$ cat src/rtl/wpwr_pkg.sv
// Package for the weighted pick block: sizes, codes, FSM states and the cell
// control bundle. No dependencies.
`default_nettype none
package wpwr_pkg;

  localparam int MAX_ITEMS    = 64;
  localparam int MAX_REPLICAS = 16;
  localparam int ID_W         = 32;
  localparam int WT_W         = 32;
  localparam int SEED_W       = 64;
  localparam int REP_W        = 5;
  localparam int CUM_W        = WT_W + $clog2(MAX_ITEMS);
  localparam int CNT_W        = $clog2(MAX_ITEMS + 1);
  localparam int HALF_W       = SEED_W / 2;

  localparam logic [HALF_W-1:0] HOP = 32'd2654435761;

  // stream payload widths, padded to whole bytes
  localparam int IN_DATA_W  = ((ID_W + WT_W + SEED_W + REP_W + 7) / 8) * 8;
  localparam int OUT_DATA_W = ((ID_W + 2 + 7) / 8) * 8;

  typedef enum logic [1:0] {
    ST_OK       = 2'd0,
    ST_NO_WT    = 2'd1,
    ST_TOO_FEW  = 2'd2,
    ST_OVERFLOW = 2'd3
  } status_e;

  typedef enum logic [3:0] {
    S_IDLE,
    S_MUL_LO,
    S_MUL_HI,
    S_MOD,
    S_MOD_WAIT,
    S_SEARCH,
    S_EMIT,
    S_SHIFT,
    S_STRIDE_WAIT,
    S_FINAL
  } state_e;

  // shared control broadcast to every cell
  typedef struct packed {
    logic             shift;
    logic [CUM_W-1:0] pos;
    logic [CUM_W-1:0] w;
    logic [ID_W-1:0]  load_id;
    logic [CUM_W-1:0] load_cum;
  } cell_ctrl_t;

endpackage
`default_nettype wire

$ cat src/rtl/wpwr_cell.sv
// One table cell: holds a candidate id and its running weight total.
// Depends on wpwr_pkg.
`default_nettype none
module wpwr_cell (
  input  wire logic                       clk_i,
  input  wire wpwr_pkg::cell_ctrl_t       ctrl_i,
  input  wire logic                       load_en_i,
  input  wire logic                       valid_i,
  input  wire logic [wpwr_pkg::ID_W-1:0]  nb_id_i,
  input  wire logic [wpwr_pkg::CUM_W-1:0] nb_cum_i,
  input  wire logic [wpwr_pkg::CUM_W-1:0] prev_cum_i,
  output logic                            hit_o,
  output logic [wpwr_pkg::ID_W-1:0]       id_o,
  output logic [wpwr_pkg::CUM_W-1:0]      cum_o,
  output logic [wpwr_pkg::CUM_W-1:0]      weight_o
);

  logic [wpwr_pkg::ID_W-1:0]  id_q;
  logic [wpwr_pkg::CUM_W-1:0] cum_q;

  // totals rise strictly, so every valid cell at or past the chosen one hits
  assign hit_o    = valid_i && (cum_q > ctrl_i.pos);
  assign id_o     = id_q;
  assign cum_o    = cum_q;
  assign weight_o = cum_q - prev_cum_i;

  // append on load, take the upper neighbor on removal
  always_ff @(posedge clk_i) begin
    if (load_en_i) begin
      id_q  <= ctrl_i.load_id;
      cum_q <= ctrl_i.load_cum;
    end else if (ctrl_i.shift && hit_o) begin
      id_q  <= nb_id_i;
      cum_q <= nb_cum_i - ctrl_i.w;
    end
  end

endmodule
`default_nettype wire

$ cat config.mk
export PLATFORM = sky130hd
export DESIGN_NAME = wpwr_cell
export DESIGN_NICKNAME = d
export VERILOG_FILES = /design/src/rtl/wpwr_pkg.sv /design/src/rtl/wpwr_cell.sv
export SDC_FILE = /design/constraint.sdc
export NUM_CORES = 1
export LEC_CHECK = 0
export BUFFER_PORTS_ARGS = -buffer_cell sky130_fd_sc_hd__buf_4
export CORE_AREA = 5 5 118 176
export CTS_BUF_LIST = sky130_fd_sc_hd__clkbuf_16
export DETAILED_ROUTE_END_ITERATION = 7
export DIE_AREA = 0 0 123 181
export PLACE_DENSITY_LB_ADDON = 0.3
export REMOVE_ABC_BUFFERS = 1
export SLEW_MARGIN = 20
export SYNTH_ARGS = -nofsm -noshare
export SYNTH_HDL_FRONTEND = slang
export SYNTH_SLANG_ARGS = --single-unit
$ cat constraint.sdc
create_clock -name clk_i -period 11.1 [get_ports clk_i]
set_input_delay 1.11 -clock clk_i [delete_from_list [all_inputs] [get_ports clk_i]]
set_output_delay 1.11 -clock clk_i [all_outputs]
set_load 0.05 [all_outputs]
==> flow_summary.ini <==
[critical_path]
critPathTopFamily = compound AO/OA/AOI/OAI gates
required_ns = 9.99
cp_num_buf_inv = 3
critical_path.max_stage_delay_ns = 0.56
cp-start-kind = primary input
cp.arrival_ns = 3.87
critPathCaptureType = output port
slowest_stage = nor4_2
crit_type = in2out
cp_max_fo = 4
crit_path_cell_trace = buf_4, inv_1, ha_1, nor2b_1, o2111ai_1, a211oi_1, nor4_2, o2111ai_1, a31o_2, a21oi_1, xnor2_1, buf_4

[routing]
drcViolationCount = 0
dr.pass1.iters = 5
ant_nets = 0
vias = 8439
wl_um = 27410
drt-initial-drc-count = 547
wl_per_cell_um = 17.34
vias_per_cell = 5.338

[synthesis]
yosys.cell_types.count = 63
synth_area_leaders = edfxtp_1, ha_1, inv_1, a21o_1, mux2_2
synth_flop_cell = edfxtp_1
yosysWarnings = 0
yosysSeqAreaShare_pct = 25.57
synth_edf_count = 70
synth_top_cells_by_count = inv_1, ha_1, nand2_1, a21oi_1, edfxtp_1
syn_avg_cell_area_um2 = 8.395
synthCells = 979
yosysMostFrequentCell = inv_1
syn_area_um2 = 8219
synth_seq_cells = 70
ys_async_sr_fraction_pct = 0
synth_area_leader_cell = edfxtp_1
synth_top_cell_area_share_pct = 25.57

[final_layout]
drive_above_1_share_pct = 32.25
area_growth_pct = 39.03
nFillCells = 1769
num-nets-final = 1692
multi_input_area_um2 = 5480
regArea_um2 = 2102

[sta]
rsz0062_at_grt = no
finalWorstSetupSlack_ns = 6.125
skew_ns = 0.01075
drv_slew = 0
setup_viol = 0
slew_headroom_pct = 35.12
period_share_pct = 44.82
hold_viol_final = 0
setup_tns_ns = 0
tightest_slew_ns = 0.9732
period_needed_ns = 4.975
fmax_mhz = 201.0

[clocking]
cts_repair_resize_count = 0
root_buffer = clkbuf_16
cts_tree = yes
clk_latency_ns = 0.33
cts_setup_buffers = 0
clk_pin_slew_ns = 0.06
htree_levels = 3
clockBufferDepth = 2
cts_buffers = 9
numClockSinks = 70
hold_buffers = 0

[global_routing]
grt_overflow_total = 0
grt_util_met1_pct = 24.60
grt_pass1_vias = 8663
met3_usage_pct = 4.412
busiest_layer = met2
grt_max_degree = 71
grt_pass1_wl_um = 41470
grt_use_total_pct = 23.46
antenna_found_initial = 1
use_met2_pct = 44.23

[placement]
place_congestion = 0.9374
port_buffers = 366
hpwl_um = 23490
dp_worst_setup_slack_ns = 6.092

[die]
die_y_um = 181
ios = 367
core_um2 = 19010
fp-row-count = 62
initial_core_util_pct = 43.25
die_width_um = 123
dieArea_um2 = 22260

[worst_hold_path]
hp-class = in2reg

[power_and_ir_drop]
p_leak_nw = 5.885
power_density_nw_per_um2 = 132.9
vdd_drop_max_uv = 101.4

[run]
drv_cap = 0

[run_status]
status = finished clean
==> where the power goes <==
part | internal [mW] | switching (mW)
clock | 0.147 | 0.103
combinational | 0.337 | 0.577
sequential | 0.330 | 0.0250
==> stage by stage <==
step                std cells  hold slack, ns  cell area [um^2]  utilization [%]  power (mW)
finish                   1581           1.061             11430            60.13       1.519
global route             1581           1.053             11430            60.13       1.605
CTS                      1580           1.050             11420            60.11       1.524
detailed placement       1565           1.393             11170            58.76       1.272
global placement         1565           1.390             11170            58.76       1.264
floorplan                 942           1.295              8080                -      0.9751
==> cell type report <==
cell class,count,area share (%)
multi-input combinational,736,47.96
timing repair buffer,367,24.11
sequential,70,18.39
inverter,136,4.467
tap,256,2.803
clock buffer,9,1.971
clock inverter,6,0.2737
antenna,1,0.02190
==> logic make-up (layout without fill, tap and decap cells) <==
family,after synthesis,in the layout,share of synthesized area (%)
compound gates,308,308,24.37
mux,35,35,4.780
flops,70,70,25.57
fa+ha+maj,114,114,17.54
buf+inv,173,518,7.901
simple gates,217,217,13.23
other cells,0,1,0
xor+xnor,62,62,6.607
==> cells in the final DEF, fill, tap and decap left out, drive strengths merged, types with 22 or more instances in the layout <==
| master | synthesis | layout |
|---|---|---|
| a21o | 61 | 61 |
| a21oi | 74 | 74 |
| buf | 4 | 367 |
| edfxtp | 70 | 70 |
| ha | 112 | 112 |
| inv | 135 | 136 |
| mux2 | 34 | 34 |
| nand2 | 75 | 75 |
| nand3 | 22 | 22 |
| nand4 | 25 | 25 |
| nor2 | 31 | 31 |
| o21ai | 73 | 73 |
| xnor2 | 36 | 36 |
| xor2 | 26 | 26 |
==> sequential cells by signal (all words and copies together), names as in the netlist <==
register / cells
cum_o: 38
id_o: 32
==> routing by layer <==
| metal | wire, um | part of all wire (%) |
|---|---|---|
| met1 | 10090 | 37 |
| met2 | 14550 | 53 |
| met3 | 1590 | 5.8 |
| met4 | 1181 | 4.3 |
| met5 | 0 | 0 |
==> final timing paths <==
kind                                           from                  end  slack [ns]  cells after the start
worst max-delay path                  prev_cum_i[2]         weight_o[32]        6.12                     12
worst min-delay path                      ctrl_i[4]   cum_o[4]$_DFFE_PP_        1.06                      2
worst max register to register  cum_o[35]$_DFFE_PP_   id_o[28]$_DFFE_PP_        7.52                      6
worst min register to register  cum_o[37]$_DFFE_PP_  cum_o[13]$_DFFE_PP_        1.94                      5
Note: power is estimated with default switching activity, not from simulation.
