### config.mk
export PLATFORM = sky130hd
export DESIGN_NAME = wpwr_div
export DESIGN_NICKNAME = d
export VERILOG_FILES = /design/src/rtl/wpwr_pkg.sv /design/src/rtl/wpwr_div.sv
export SDC_FILE = /design/constraint.sdc
export NUM_CORES = 1
export LEC_CHECK = 0
export CORE_MARGIN = 2
export CORE_UTILIZATION = 45
export CTS_CLUSTER_SIZE = 20
export DETAILED_ROUTE_END_ITERATION = 8
export DONT_BUFFER_PORTS = 1
export GPL_TIMING_DRIVEN = 1
export PLACE_DENSITY = 0.7
export SYNTH_ARGS = -nofsm -noshare
export SYNTH_HDL_FRONTEND = slang
export SYNTH_SLANG_ARGS = --single-unit
### constraint.sdc
create_clock -name clk_i -period 8.35 [get_ports clk_i]
set_input_delay 0 -clock clk_i [delete_from_list [all_inputs] [get_ports clk_i]]
set_output_delay 0 -clock clk_i [all_outputs]
set_load 0.01 [all_outputs]
### src/rtl/wpwr_pkg.sv
// Package for the weighted pick block: sizes, codes, FSM states and the cell
// control bundle. No dependencies.
`default_nettype none
package wpwr_pkg;

  localparam int MAX_ITEMS    = 64;
  localparam int MAX_REPLICAS = 16;
  localparam int ID_W         = 32;
  localparam int WT_W         = 32;
  localparam int SEED_W       = 64;
  localparam int REP_W        = 5;
  localparam int CUM_W        = WT_W + $clog2(MAX_ITEMS);
  localparam int CNT_W        = $clog2(MAX_ITEMS + 1);
  localparam int HALF_W       = SEED_W / 2;

  localparam logic [HALF_W-1:0] HOP = 32'd2654435761;

  // stream payload widths, padded to whole bytes
  localparam int IN_DATA_W  = ((ID_W + WT_W + SEED_W + REP_W + 7) / 8) * 8;
  localparam int OUT_DATA_W = ((ID_W + 2 + 7) / 8) * 8;

  typedef enum logic [1:0] {
    ST_OK       = 2'd0,
    ST_NO_WT    = 2'd1,
    ST_TOO_FEW  = 2'd2,
    ST_OVERFLOW = 2'd3
  } status_e;

  typedef enum logic [3:0] {
    S_IDLE,
    S_MUL_LO,
    S_MUL_HI,
    S_MOD,
    S_MOD_WAIT,
    S_SEARCH,
    S_EMIT,
    S_SHIFT,
    S_STRIDE_WAIT,
    S_FINAL
  } state_e;

  // shared control broadcast to every cell
  typedef struct packed {
    logic             shift;
    logic [CUM_W-1:0] pos;
    logic [CUM_W-1:0] w;
    logic [ID_W-1:0]  load_id;
    logic [CUM_W-1:0] load_cum;
  } cell_ctrl_t;

endpackage
`default_nettype wire

### src/rtl/wpwr_div.sv
// Restoring divider, one quotient bit per cycle, for modulo and stride.
// Depends on wpwr_pkg.
`default_nettype none
module wpwr_div (
  input  wire logic                        clk_i,
  input  wire logic                        rst_ni,
  input  wire logic                        start_i,
  input  wire logic [wpwr_pkg::SEED_W-1:0] num_i,
  input  wire logic [wpwr_pkg::CUM_W-1:0]  den_i,
  output logic                             done_o,
  output logic [wpwr_pkg::SEED_W-1:0]      quo_o,
  output logic [wpwr_pkg::CUM_W-1:0]       rem_o
);

  localparam int STEP_W = $clog2(wpwr_pkg::SEED_W);

  logic                         busy_q, busy_d, done_q, done_d;
  logic [STEP_W-1:0]            cnt_q, cnt_d;
  logic [wpwr_pkg::SEED_W-1:0]  quo_q, quo_d;
  logic [wpwr_pkg::CUM_W-1:0]   rem_q, rem_d, den_q, den_d;
  logic [wpwr_pkg::CUM_W:0]     sh, diff;

  assign sh     = {rem_q, quo_q[wpwr_pkg::SEED_W-1]};
  assign diff   = sh - {1'b0, den_q};
  assign done_o = done_q;
  assign quo_o  = quo_q;
  assign rem_o  = rem_q;

  // one shift-subtract step per cycle
  always_comb begin
    busy_d = busy_q;
    done_d = 1'b0;
    cnt_d  = cnt_q;
    quo_d  = quo_q;
    rem_d  = rem_q;
    den_d  = den_q;
    if (start_i) begin
      busy_d = 1'b1;
      cnt_d  = '1;
      quo_d  = num_i;
      rem_d  = '0;
      den_d  = den_i;
    end else if (busy_q) begin
      if (!diff[wpwr_pkg::CUM_W]) begin
        rem_d = diff[wpwr_pkg::CUM_W-1:0];
        quo_d = {quo_q[wpwr_pkg::SEED_W-2:0], 1'b1};
      end else begin
        rem_d = sh[wpwr_pkg::CUM_W-1:0];
        quo_d = {quo_q[wpwr_pkg::SEED_W-2:0], 1'b0};
      end
      cnt_d = cnt_q - 1'b1;
      if (cnt_q == '0) begin
        busy_d = 1'b0;
        done_d = 1'b1;
      end
    end
  end

  always_ff @(posedge clk_i or negedge rst_ni) begin
    if (!rst_ni) begin
      busy_q <= 1'b0;
      done_q <= 1'b0;
      cnt_q  <= '0;
    end else begin
      busy_q <= busy_d;
      done_q <= done_d;
      cnt_q  <= cnt_d;
    end
  end

  always_ff @(posedge clk_i) begin
    quo_q <= quo_d;
    rem_q <= rem_d;
    den_q <= den_d;
  end

endmodule
`default_nettype wire

==> impl_metrics.json <==
{
  "fin_worst_skew_ns": 0.0126,
  "cp_data_arrival_time_ns": 4.07,
  "finalSetupTns_ns": 0,
  "final-seq-area_um2": 4030,
  "seq_area_frac_synth": 0.488,
  "grt_pass1_vias": 5945,
  "peakVddDrop_uv": 187,
  "synth_commonest_cells": "edfxtp_1, nand2_1, mux2_2, inv_1, nor2_1",
  "reg2reg_depth": 14,
  "hold_path_class": "input pin to flop",
  "root_buffer": "clkbuf_16",
  "grt_pass1_wl_um": 31800,
  "synth_warnings": 0,
  "whs_ns": 0.0286,
  "path_class": "flop to flop",
  "worstSetupEndpointType": "flop",
  "path_cells": "inv_1 > ha_1 > inv_1 > fa_1 > a211oi_1 > o211ai_1 > nand3_1 > a211oi_2 > a211oi_2 > xor2_2 > buf_4 > nand3_1 > o21a_1 > o22ai_1",
  "synth.area.mux_share": 0.0960,
  "row_count": 49,
  "core-area_um2": 18000,
  "cts_buffers": 17,
  "hold_viol_final": 0,
  "multi_input_area_um2": 3850,
  "critical-path-max-stage-delay_ns": 0.54,
  "ant_nets": 0,
  "syn_area_per_cell_um2": 10.8,
  "status": "completed",
  "cts_sinks": 148,
  "die_x_um": 139,
  "synth_top_cell_by_area": "edfxtp_1",
  "cpMaxStageDelayCell": "xor2_2",
  "htree_levels": 4,
  "power_density_nw_per_um2": 184,
  "async_reset_ff_frac": 0.0541,
  "max_freq_ghz": 0.269,
  "fin_crit_sh": 0.446,
  "synthSimpleGateAreaFrac": 0.106,
  "min_delay_path_depth": 2,
  "track_usage": 0.206,
  "ioPinCount": 208,
  "clockBufferDepth": 2,
  "fillers": 1514,
  "final-setup-viol-count": 0,
  "hold_path_end": "rem_o[19]$_SDFFE_PP0P_",
  "worst_pin_slew_ns": 0.938,
  "maxSlewViolCount": 0,
  "antennaDiodeCount": 0,
  "yosysMostFrequentCell": "edfxtp_1",
  "path_max_fanout": 20,
  "cts_tree": "done",
  "finalWeightedCongestion": 0.870,
  "swShare": 0.259,
  "overflow": 0,
  "die_h_um": 139,
  "p_sw_uw": 478,
  "synth_cell_types": 65,
  "worstHoldStart": "start_i",
  "die_area_um2": 19400,
  "cts_setup_buffers": 0,
  "rsz0062_at_grt": "no",
  "synth_compound_area_frac": 0.159,
  "internal_power_uw": 1370,
  "viasPerCell": 5.56,
  "clkLatencyLatePin_ns": 0.43,
  "slew_headroom": 0.359,
  "wirelength_um": 20000,
  "netlist_top_cells_area": "edfxtp_1, dfxtp_1, mux2_2",
  "synth_top_cell_area_share": 0.372,
  "placement.io_buffers": 0,
  "synth_edf_count": 102,
  "cp_data_required_time_ns": 8.70,
  "pwr-share-seq": 0.484,
  "drtIter0Drc": 469,
  "grt_max_degree": 144,
  "area_growth_pct": 22.2,
  "synth_ff_type": "edfxtp_1",
  "reg2reg_from": "quo_o[63]$_DFFE_PP_",
  "timing.rr.end": "rem_o[36]$_SDFFE_PP0P_",
  "firstDrtPassIters": 5,
  "synth_area_um2": 8240,
  "antenna_found_initial": 0,
  "start_util": 0.459,
  "critical_path.startpoint_type": "flop",
  "synth_fa_ha_area_frac": 0.0632,
  "netlist_instances": 762,
  "drv_cap": 0,
  "drc": 0,
  "power_frac_clock": 0.412,
  "r2r_setup_slack_ns": 4.63,
  "drive_gt1_frac": 0.146,
  "yosys.area_share.xor_xnor": 0.0424,
  "synth_fp_nets": 908,
  "nNetsFinal": 1000,
  "ys_ff_latch": 148,
  "period_minus_slack_ns": 3.72,
  "combPwrFrac": 0.103,
  "clkSlewWorstSetupHoldPaths_ns": 0.06,
  "synth_top_family_by_area": "compound AO/OA/AOI/OAI gates",
  "detailed_place_hpwl_um": 13000,
  "vias": 6094,
  "p_leak_uw": 0.00390,
  "wl_per_cell_um": 18.3,
  "worstSetupStartpoint": "quo_o[63]$_DFFE_PP_"
}
-- logic make-up (layout without fill, tap and decap cells) --
family / after synthesis / after routing
multiplexers: 71 / 71
adder cells (fa/ha/maj): 41 / 41
XOR/XNOR: 39 / 39
AO/OA/AOI/OAI: 181 / 181
AND/OR/NAND/NOR: 191 / 191
flip-flops: 148 / 148
buffers and inverters: 91 / 196
-- area by class of cell --
| cell class | instances | area share |
|---|---|---|
| clock buffer | 17 | 0.0423 |
| clock inverter | 15 | 0.0168 |
| inverter | 54 | 0.0201 |
| multi-input combinational | 523 | 0.383 |
| sequential | 148 | 0.400 |
| tap | 229 | 0.0285 |
| timing repair buffer | 110 | 0.110 |
-- power groups by stage --
stage	registers, uW	logic (uW)	clock network (uW)
4_1_cts	894	188	783
5_1_grt	900	211	811
6_report	895	191	762
3_5_place_dp	908	134	0
3_3_place_gp	908	132	0
2_1_floorplan	896	122	0
-- how the worst max path moves through the flow --
stage / endpoint / slack [ns] / cells past startpoint
2_1_floorplan: rem_o[36]$_SDFFE_PP0P_ / 5.37 / 12
3_3_place_gp: rem_o[36]$_SDFFE_PP0P_ / 4.66 / 14
3_5_place_dp: rem_o[36]$_SDFFE_PP0P_ / 4.57 / 14
4_1_cts: rem_o[36]$_SDFFE_PP0P_ / 4.56 / 14
5_1_grt: rem_o[28]$_SDFFE_PP0P_ / 4.29 / 13
6_report: rem_o[36]$_SDFFE_PP0P_ / 4.63 / 14
-- worst max-delay path: cells and delay by family, from the launching register on --
kind	cells	cell delay, ns
AO/OA/AOI/OAI	6	1.24
adder cells (fa/ha/maj)	2	0.58
buffers and inverters	3	0.54
XOR/XNOR	1	0.54
flip-flops	1	0.48
AND/OR/NAND/NOR	2	0.27
-- flip-flops by register name, indices dropped and copies added (netlist names) --
signal and count:
done_o 1, cnt_q 6, rem_o 38, busy_q 1
den_q 38, quo_o 64
-- metrics by stage --
stage,power (uW),setup slack [ns],cells,util,area [um2]
3_5_place_dp,1040,4.57,959,0.468,8410
6_report,1850,4.63,1096,0.560,10100
2_1_floorplan,1020,5.37,762,-,8240
5_1_grt,1920,4.29,1096,0.560,10100
4_1_cts,1860,4.56,1096,0.560,10100
3_3_place_gp,1040,4.66,959,0.468,8410
-- routing by layer --
layer	vias up	track usage	wire (um)
met3	24	0.0685	1280
met5	-	0	0
met4	0	0.0675	323
li1	2972	-	-
met1	2917	0.263	8770
met2	181	0.332	9660
-- layout by cell type, fill, tap and decap left out, drive strengths merged, types with 4 or more instances in the layout --
cell type	synthesis	layout
inv	53	60
mux2	64	64
nor2	52	52
a21o	7	7
o211ai	7	7
nor3	5	5
o31ai	4	4
o21bai	4	4
a31oi	9	9
edfxtp	102	102
xor2	13	13
xnor2	26	26
dfxtp	38	38
buf	12	6
dlygate4sd3	0	104
nand2	78	78
nor4	4	4
and2	5	5
nor2b	7	7
o21ai	35	35
nand2b	12	12
a21oi	48	48
a311oi	17	17
a211oi	11	11
clkbuf	25	17
nand3	10	10
clkinv	1	7
nand4	7	7
o22ai	6	6
o21a	8	8
ha	40	40
dfrtp	8	8
mux2i	7	7
-- repair_timing --
item | CTS | global route
hold buffers | 105 | 0
resized for setup | 0 | 0
hold endpoints to repair | 188 | 0
(Power assumes the default switching activity.)
